==> src/rtl/assert_macros.svh <==
// ---------------------------------------------------------------------------
// assert_macros.svh
// assertion helpers shared by the rtl of the shelf allocator
// ---------------------------------------------------------------------------
`ifndef ASSERT_MACROS_SVH
`define ASSERT_MACROS_SVH

// same-cycle implication, checked out of reset
`define SRA_ASSERT_SAME(label, clk, rst_n, ante, cons, msg) \
    label: assert property (@(posedge clk) disable iff (!rst_n) (ante) |-> (cons)) \
        else $error(msg);

// next-cycle implication, checked out of reset
`define SRA_ASSERT_NEXT(label, clk, rst_n, ante, cons, msg) \
    label: assert property (@(posedge clk) disable iff (!rst_n) (ante) |=> (cons)) \
        else $error(msg);

`endif

==> src/rtl/sra_pkg.sv <==
// ---------------------------------------------------------------------------
// sra_pkg
// types and constants of the shelf rectangle allocator
// ---------------------------------------------------------------------------
package sra_pkg;

    // field widths
    localparam int unsigned REQ_W   = 12;
    localparam int unsigned TEX_W   = 13;
    localparam int unsigned POS_W   = 12;
    localparam int unsigned CFG_IDX_W = 1;

    // configuration register indexes
    localparam logic [CFG_IDX_W-1:0] REG_TEX_WIDTH  = 1'd0;
    localparam logic [CFG_IDX_W-1:0] REG_TEX_HEIGHT = 1'd1;

    // reset values
    localparam logic [TEX_W-1:0] TEX_SIZE_RST  = 13'd128;
    localparam logic [TEX_W-1:0] FREE_Y_RST    = 13'd3;

    // floor(h/10) for 12-bit h: (h * 3277) >> 15 is exact below 16384
    localparam logic [11:0] DIV10_RECIP = 12'd3277;
    localparam int unsigned DIV10_SHIFT = 15;

    // one shelf entry as held in memory
    typedef struct packed {
        logic [POS_W-1:0] top;
        logic [TEX_W-1:0] height;
        logic [TEX_W-1:0] used;
    } t_shelf;

endpackage

==> src/rtl/sra_shelf_ram.sv <==
// ---------------------------------------------------------------------------
// sra_shelf_ram
// shelf table: one write port, one read port, registered read data
// ---------------------------------------------------------------------------
module sra_shelf_ram
    import sra_pkg::*;
#(
    parameter int unsigned DEPTH  = 32,
    parameter int unsigned ADDR_W = 5
) (
    input  logic              i_clk,
    input  logic              i_rd_en,
    input  logic [ADDR_W-1:0] i_rd_addr,
    output t_shelf            o_rd_data,
    input  logic              i_wr_en,
    input  logic [ADDR_W-1:0] i_wr_addr,
    input  t_shelf            i_wr_data
);

    t_shelf r_mem [DEPTH];
    t_shelf r_rd_data;

    // write port
    always_ff @(posedge i_clk) begin
        if (i_wr_en) begin
            r_mem[i_wr_addr] <= i_wr_data;
        end
    end

    // read port, read data registered while the read enable is high
    always_ff @(posedge i_clk) begin
        if (i_rd_en) begin
            r_rd_data <= r_mem[i_rd_addr];
        end
    end

    assign o_rd_data = r_rd_data;

endmodule

==> src/rtl/sra_fit_check.sv <==
// ---------------------------------------------------------------------------
// sra_fit_check
// fit test of one shelf and best-fit choice against the current best
// ---------------------------------------------------------------------------
module sra_fit_check
    import sra_pkg::*;
(
    input  logic [REQ_W-1:0] i_req_width,
    input  logic [REQ_W-1:0] i_req_height,
    input  logic [TEX_W-1:0] i_tex_width,
    input  t_shelf           i_shelf,
    input  logic             i_found,
    input  logic [TEX_W-1:0] i_best_height,
    output logic             o_take
);

    logic [15:0] h_x10;
    logic [15:0] sh_x7;
    logic [13:0] need_w;
    logic        fits;

    // height band: 10*h >= 7*H and h <= H
    assign h_x10  = 16'(i_req_height) * 16'd10;
    assign sh_x7  = 16'(i_shelf.height) * 16'd7;
    // width taken on the shelf once the request is placed
    assign need_w = 14'(i_req_width) + 14'(i_shelf.used);

    assign fits = (h_x10 >= sh_x7) && (13'(i_req_height) <= i_shelf.height)
               && (need_w <= 14'(i_tex_width));

    // smallest height wins, later shelf on a tie
    assign o_take = fits && (!i_found || (i_shelf.height <= i_best_height));

endmodule

==> src/rtl/shelf_rect_allocator_core.sv <==
// ---------------------------------------------------------------------------
// shelf_rect_allocator_core
// shelf best-fit rectangle allocator for a texture atlas
//
// A request is taken at a clock edge with start high and busy low; busy then
// stays high until the request is done. The shelf table is scanned one shelf
// per cycle through the read port of the shelf memory. One result per request
// appears on o_rect_x, o_rect_y and o_granted for exactly one cycle with
// o_valid high; the receiver cannot stall it. A new request may be started in
// the cycle the result is shown, but not before the previous request is done.
// Configuration writes (texture width, height) use i_cfg_valid/o_cfg_ready;
// o_cfg_ready is always high, and writes are to be made only while the block is
// idle; the block itself does not enforce this.
// Synchronous active-low reset empties the shelf table (count zero), sets the
// next free row to 3 and both texture sizes to 128. The shelf memory is not
// cleared: only entries below the shelf count are ever read.
// ---------------------------------------------------------------------------
`include "assert_macros.svh"

module shelf_rect_allocator_core
    import sra_pkg::*;
#(
    parameter int unsigned MAX_SHELVES = 32
) (
    input  logic                 i_clk,
    input  logic                 i_rst_n,
    // request
    input  logic                 start,
    output logic                 busy,
    input  logic [REQ_W-1:0]     i_req_width,
    input  logic [REQ_W-1:0]     i_req_height,
    // result
    output logic                 o_valid,
    output logic [POS_W-1:0]     o_rect_x,
    output logic [POS_W-1:0]     o_rect_y,
    output logic                 o_granted,
    // configuration
    input  logic                 i_cfg_valid,
    output logic                 o_cfg_ready,
    input  logic [CFG_IDX_W-1:0] i_cfg_index,
    input  logic [TEX_W-1:0]     i_cfg_data
);

    localparam int unsigned CNT_W  = $clog2(MAX_SHELVES + 1);
    localparam int unsigned ADDR_W = (MAX_SHELVES > 1) ? $clog2(MAX_SHELVES) : 1;
    localparam logic [CNT_W-1:0] MAX_CNT = CNT_W'(MAX_SHELVES);

    localparam logic [1:0] ST_IDLE   = 2'd0;
    localparam logic [1:0] ST_SCAN   = 2'd1;
    localparam logic [1:0] ST_FINISH = 2'd2;

    // control state
    logic [1:0]        r_state, n_state;
    logic [CNT_W-1:0]  r_count, n_count;
    logic [TEX_W-1:0]  r_free_y, n_free_y;
    logic [TEX_W-1:0]  r_tex_w, r_tex_h;
    logic [CNT_W-1:0]  r_idx, n_idx;
    logic              r_pend, n_pend;
    logic              r_found, n_found;
    logic              r_valid, n_valid;

    // payload
    logic [REQ_W-1:0]  r_w, r_h;
    logic [TEX_W-1:0]  r_rh;
    logic [ADDR_W-1:0] r_pidx;
    logic [ADDR_W-1:0] r_best, n_best;
    t_shelf            r_best_ent, n_best_ent;
    logic [POS_W-1:0]  r_x, n_x, r_y, n_y;
    logic              r_granted, n_granted;

    // memory ports
    logic              rd_en;
    t_shelf            rd_data;
    logic              wr_en;
    logic [ADDR_W-1:0] wr_addr;
    t_shelf            wr_data;

    logic              take;
    logic              accept;
    logic [26:0]       h_prod;
    logic [13:0]       new_end;
    logic              refuse;

    assign accept      = start && (r_state == ST_IDLE);
    assign busy        = (r_state != ST_IDLE);
    assign o_cfg_ready = 1'b1;
    assign rd_en       = (r_state == ST_SCAN) && (r_idx < r_count);

    sra_shelf_ram #(
        .DEPTH  (MAX_SHELVES),
        .ADDR_W (ADDR_W)
    ) u_ram (
        .i_clk     (i_clk),
        .i_rd_en   (rd_en),
        .i_rd_addr (r_idx[ADDR_W-1:0]),
        .o_rd_data (rd_data),
        .i_wr_en   (wr_en),
        .i_wr_addr (wr_addr),
        .i_wr_data (wr_data)
    );

    sra_fit_check u_fit (
        .i_req_width   (r_w),
        .i_req_height  (r_h),
        .i_tex_width   (r_tex_w),
        .i_shelf       (rd_data),
        .i_found       (r_found),
        .i_best_height (r_best_ent.height),
        .o_take        (take)
    );

    // new shelf height h + h/10
    assign h_prod  = 27'(r_h) * 27'(DIV10_RECIP);
    // refusal test of a new shelf
    assign new_end = 14'(r_free_y) + 14'(r_rh);
    assign refuse  = (new_end >= 14'(r_tex_h)) || (13'(r_w) >= r_tex_w)
                  || (r_count >= MAX_CNT);

    // sequencer
    always_comb begin
        n_state    = r_state;
        n_count    = r_count;
        n_free_y   = r_free_y;
        n_idx      = r_idx;
        n_pend     = r_pend;
        n_found    = r_found;
        n_valid    = 1'b0;
        n_best     = r_best;
        n_best_ent = r_best_ent;
        n_x        = r_x;
        n_y        = r_y;
        n_granted  = r_granted;
        wr_en      = 1'b0;
        wr_addr    = r_best;
        wr_data    = r_best_ent;
        unique case (r_state)
            ST_IDLE: begin
                if (start) begin
                    n_state = ST_SCAN;
                    n_idx   = '0;
                    n_pend  = 1'b0;
                    n_found = 1'b0;
                end
            end
            ST_SCAN: begin
                n_pend = rd_en;
                if (rd_en) begin
                    n_idx = r_idx + 1'b1;
                end
                // judge the shelf read last cycle
                if (r_pend && take) begin
                    n_found    = 1'b1;
                    n_best     = r_pidx;
                    n_best_ent = rd_data;
                end
                if (!rd_en) begin
                    n_state = ST_FINISH;
                end
            end
            ST_FINISH: begin
                n_state = ST_IDLE;
                n_valid = 1'b1;
                if (r_found) begin
                    n_x         = r_best_ent.used[POS_W-1:0];
                    n_y         = r_best_ent.top;
                    n_granted   = 1'b1;
                    wr_en       = 1'b1;
                    wr_data.used = r_best_ent.used + 13'(r_w);
                end else if (refuse) begin
                    n_x       = '0;
                    n_y       = '0;
                    n_granted = 1'b0;
                end else begin
                    n_x            = '0;
                    n_y            = r_free_y[POS_W-1:0];
                    n_granted      = 1'b1;
                    wr_en          = 1'b1;
                    wr_addr        = r_count[ADDR_W-1:0];
                    wr_data.top    = r_free_y[POS_W-1:0];
                    wr_data.height = r_rh;
                    wr_data.used   = 13'(r_w);
                    n_count        = r_count + 1'b1;
                    n_free_y       = new_end[TEX_W-1:0];
                end
            end
            default: begin
                n_state = ST_IDLE;
            end
        endcase
    end

    // control registers
    always_ff @(posedge i_clk) begin
        if (!i_rst_n) begin
            r_state  <= ST_IDLE;
            r_count  <= '0;
            r_free_y <= FREE_Y_RST;
            r_tex_w  <= TEX_SIZE_RST;
            r_tex_h  <= TEX_SIZE_RST;
            r_idx    <= '0;
            r_pend   <= 1'b0;
            r_found  <= 1'b0;
            r_valid  <= 1'b0;
        end else begin
            r_state  <= n_state;
            r_count  <= n_count;
            r_free_y <= n_free_y;
            r_idx    <= n_idx;
            r_pend   <= n_pend;
            r_found  <= n_found;
            r_valid  <= n_valid;
            // configuration transaction
            if (i_cfg_valid && o_cfg_ready) begin
                if (i_cfg_index == REG_TEX_WIDTH) begin
                    r_tex_w <= i_cfg_data;
                end else if (i_cfg_index == REG_TEX_HEIGHT) begin
                    r_tex_h <= i_cfg_data;
                end
            end
        end
    end

    // payload registers
    always_ff @(posedge i_clk) begin
        if (accept) begin
            r_w <= i_req_width;
            r_h <= i_req_height;
        end
        if (r_state == ST_SCAN) begin
            r_rh <= 13'(r_h) + 13'(h_prod[DIV10_SHIFT +: REQ_W]);
        end
        r_pidx     <= r_idx[ADDR_W-1:0];
        r_best     <= n_best;
        r_best_ent <= n_best_ent;
        r_x        <= n_x;
        r_y        <= n_y;
        r_granted  <= n_granted;
    end

    assign o_valid   = r_valid;
    assign o_rect_x  = r_x;
    assign o_rect_y  = r_y;
    assign o_granted = r_granted;

    // checks
    `SRA_ASSERT_NEXT(a_finish_gives_result, i_clk, i_rst_n, r_state == ST_FINISH, o_valid, "finish without result")
    `SRA_ASSERT_SAME(a_count_bound, i_clk, i_rst_n, 1'b1, r_count <= MAX_CNT, "shelf count above limit")
    `SRA_ASSERT_SAME(a_refused_zero, i_clk, i_rst_n, o_valid && !o_granted, (o_rect_x == '0) && (o_rect_y == '0), "refused result not zero")
    `SRA_ASSERT_NEXT(a_accept_busy, i_clk, i_rst_n, start && !busy, busy && !o_valid, "accepted request not busy")

endmodule

==> config.mk <==
export PLATFORM = sky130hd
export DESIGN_NAME = shelf_rect_allocator_core
export DESIGN_NICKNAME = d
export VERILOG_FILES = /design/src/rtl/sra_pkg.sv /design/src/rtl/sra_shelf_ram.sv /design/src/rtl/sra_fit_check.sv /design/src/rtl/shelf_rect_allocator_core.sv
export VERILOG_INCLUDE_DIRS = /design/src /design/src/rtl
export SDC_FILE = /design/constraint.sdc
export NUM_CORES = 2
export LEC_CHECK = 0
export BUFFER_PORTS_ARGS = -buffer_cell sky130_fd_sc_hd__buf_2
export CAP_MARGIN = 20
export CORE_ASPECT_RATIO = 0.9
export CORE_MARGIN = 2
export CORE_UTILIZATION = 45
export DETAILED_ROUTE_END_ITERATION = 8
export PLACE_DENSITY = 0.58
export RECOVER_POWER = 50
export SYNTH_ARGS = -nofsm -noshare
export SYNTH_HDL_FRONTEND = slang
export SYNTH_HIERARCHICAL = 1
export SYNTH_SLANG_ARGS = --single-unit
export TNS_END_PERCENT = 30
==> constraint.sdc <==
create_clock -name i_clk -period 19.8 [get_ports i_clk]
set_clock_uncertainty 0.15 [all_clocks]
set_input_delay 3.96 -clock i_clk [delete_from_list [all_inputs] [get_ports i_clk]]
set_output_delay 3.96 -clock i_clk [all_outputs]
set_load 0.005 [all_outputs]
==> results.json <==
{
  "outcome": "complete, but fails checks",
  "failed_checks": "capacitance limit, slew limit",
  "vias": 34300,
  "design.final.nets": 4557,
  "whs_path_depth": 0,
  "final-hold-violation-count": 0,
  "fin_tns_setup_ps": 0,
  "final_max_slew_viols": 1675,
  "io_buffers": 68,
  "fmax_mhz": 82.8,
  "leading_cell_type_in_the_layout_fill_and_taps_excluded": "edfxtp_1",
  "layout_common_cells": "1359 x edfxtp_1, 619 x mux2i_1, 253 x ha_1, 231 x nand2_1, 191 x a21oi_1",
  "synth-edff-count": 1359,
  "synth_sequential_area_ratio_pct": 67.1,
  "first_pass_grt_wire_length_microns": 219000,
  "track_usage_pct": 20.9,
  "ctsResizeCount": 0,
  "worstMarginPinSlew_ps": 4160,
  "post_layout_min_period_ps": 12080,
  "synthesized_flop_and_latch_total": 1420,
  "clkSlewWorstSetupHoldPaths_ps": 60,
  "post-route-period-util_pct": 61.0,
  "clock_buffer_count_from_cts": 145,
  "ports_placed_on_the_boundary": 70,
  "clk_latency_ps": 780,
  "yosys_warning_count": 6,
  "fin_cells": 6161,
  "setup.worst_path.start_class": "flop",
  "numPlacedInstances": 5889,
  "number_of_buffers_inserted_by_post_cts_setup_repair": 0,
  "area.growth.synth_to_final_pct": 10.9,
  "cts.sink_count": 1420,
  "timing.critical_path.fanout_max": 125,
  "synth.net_count": 4431,
  "layout-drive-gt1-share_pct": 8.21,
  "hold_path_class": "flop to flop",
  "endpoint_kind": "flop",
  "number_of_antenna_violations_at_the_first_check_in_global_routing": 2,
  "netlist-cell-type-count": 81,
  "drt_wl_total_microns": 149000,
  "avg_wl_per_cell_microns": 24.1,
  "h-tree-depth": 4,
  "ctsLongestPathBuffers": 3,
  "antenna_left": 0,
  "dpl.hpwl_microns": 89900,
  "cp.required_ps": 20100,
  "drtIter0Drc": 3114,
  "worst_ir_drop_vdd_v": 0.0000907,
  "postSynthAreaPerCell_sq_um": 15.3,
  "grt_max_degree": 126,
  "vias_in_the_first_global_route": 33400,
  "initial_utilization_pct": 45.5,
  "fp.coreArea_sq_um": 138000,
  "dr.pass1.iters": 5,
  "synthesis.area_sq_um": 62600,
  "rsz_0062_raised_after_global_routing": "no",
  "synth-main-ff-cell": "edfxtp_1",
  "die_x_microns": 397,
  "drc": 0,
  "max-cap-violations": 46,
  "routed_via_density": 5.57,
  "crit_type": "flop to flop",
  "gp_routability_congestion": 0.810,
  "reg2reg_depth": 8,
  "slew-limit-headroom_pct": -177,
  "die-area_sq_um": 142000,
  "die_h_microns": 358,
  "power-per-cell-area_nw_per_um2": 96.4,
  "synth_cells": 4081,
  "cp_data_arrival_time_ps": 12380,
  "cts_tree": "yes",
  "p_leak_nw": 22.5,
  "fp-row-count": 129,
  "finalCoreUtilization_pct": 50.4,
  "cts_hold_buffers": 0,
  "cts-root-buf": "clkbuf_16",
  "grt.overflow.total": 0,
  "async_flop_share_pct": 0,
  "setup_viol_count_final": 0
}
routing by layer:
layer | vias up | track usage, % | routed length, microns
met5 | - | 0 | 0
met4 | 0 | 5.89 | 3000
met3 | 174 | 3.81 | 9710
met2 | 889 | 31.1 | 65200
met1 | 17400 | 31.4 | 70900
li1 | 15900 | - | -
metrics by stage:
step | setup slack, ps | total power, mW | hold slack [ps] | cell area (sq um)
2_1_floorplan | 12790 | 3.93 | 236 | 62600
3_3_place_gp | 12260 | 4.15 | 236 | 65200
3_5_place_dp | 12370 | 4.15 | 239 | 65200
4_1_cts | 12380 | 6.77 | 253 | 69700
5_1_grt | 7180 | 6.97 | 265 | 69400
6_report | 7720 | 6.69 | 254 | 69400
cell families (layout without fill, tap and decap cells):
group | count (synthesis) | count (layout) | synth area share [%]
AND/OR/NAND/NOR | 622 | 622 | 4.74
adder cells (fa/ha/maj) | 308 | 308 | 6.82
multiplexers | 651 | 651 | 10.5
flip-flops | 1420 | 1420 | 67.1
buffers and inverters | 361 | 604 | 2.91
other | 1 | 4 | 0.00599
XOR/XNOR | 76 | 76 | 1.06
AO/OA/AOI/OAI | 642 | 642 | 6.85
Yosys cell counts, types with 47 or more instances:
library cell,number,area share [%]
edfxtp_1,1359,65
mux2i_1,619,9.9
ha_1,253,5.1
nand2_1,232,1.4
a21oi_1,192,1.5
inv_1,182,1.1
nand3_1,140,1.1
a22oi_1,115,1.4
a22o_1,77,1.1
nor2_1,73,0.44
clkbuf_1,66,0.40
dfxtp_1,61,2.0
fa_1,55,1.8
a31oi_1,53,0.53
nor3_1,48,0.38
xnor2_1,47,0.66
worst paths after layout:
| kind | from | endpoint | slack, ps |
|---|---|---|---|
| worst max register to register | r_idx[0] | u_ram/o_rd_data[13] | 7720 |
| worst max-delay path | r_idx[0] | u_ram/o_rd_data[13] | 7720 |
| worst min register to register | r_pidx[4] | r_best[4] | 250 |
| worst min-delay path | r_pidx[4] | r_best[4] | 250 |
worst max-delay path: stages (launching register included):
cell and delay, ps:
dfxtp_1 2550, buf_12 550, clkbuf_1 2820, clkbuf_1 2080
clkbuf_1 1720, mux2i_1 330, a22oi_1 140, a31oi_1 670
nand3_1 200
flip-flops by register name, summed over array words and instances (netlist names):
name and count:
o_rect_y 12, r_tex_h 13, r_free_y 13, r_w 12, u_ram/r_mem 1216, u_ram/o_rd_data 38, o_rect_x 12, r_pend 1
r_pidx 5, r_found 1, r_idx 6, r_best_ent 38, r_rh 13, o_valid 1, o_granted 1, r_tex_w 13
r_best 5, r_state 2, r_h 12, r_count 6
layout make-up:
class                      instances  area (sq um)
clock inverter                    77           592
sequential                      1420         42000
timing repair buffer             157           868
inverter                         183           687
antenna                            3          7.51
tap                             1834          2290
clock buffer                     187          3900
multi-input combinational       2300         19000
fill                           11600         68300
power breakdown:
part           internal, mW  total (mW)  switching, mW  leakage [nW]
Clock                  1.47        2.62           1.15          2.20
Sequential             3.30        3.33         0.0227          12.8
Combinational         0.313       0.747          0.434          7.53
Power figures use the tool's default switching activity.
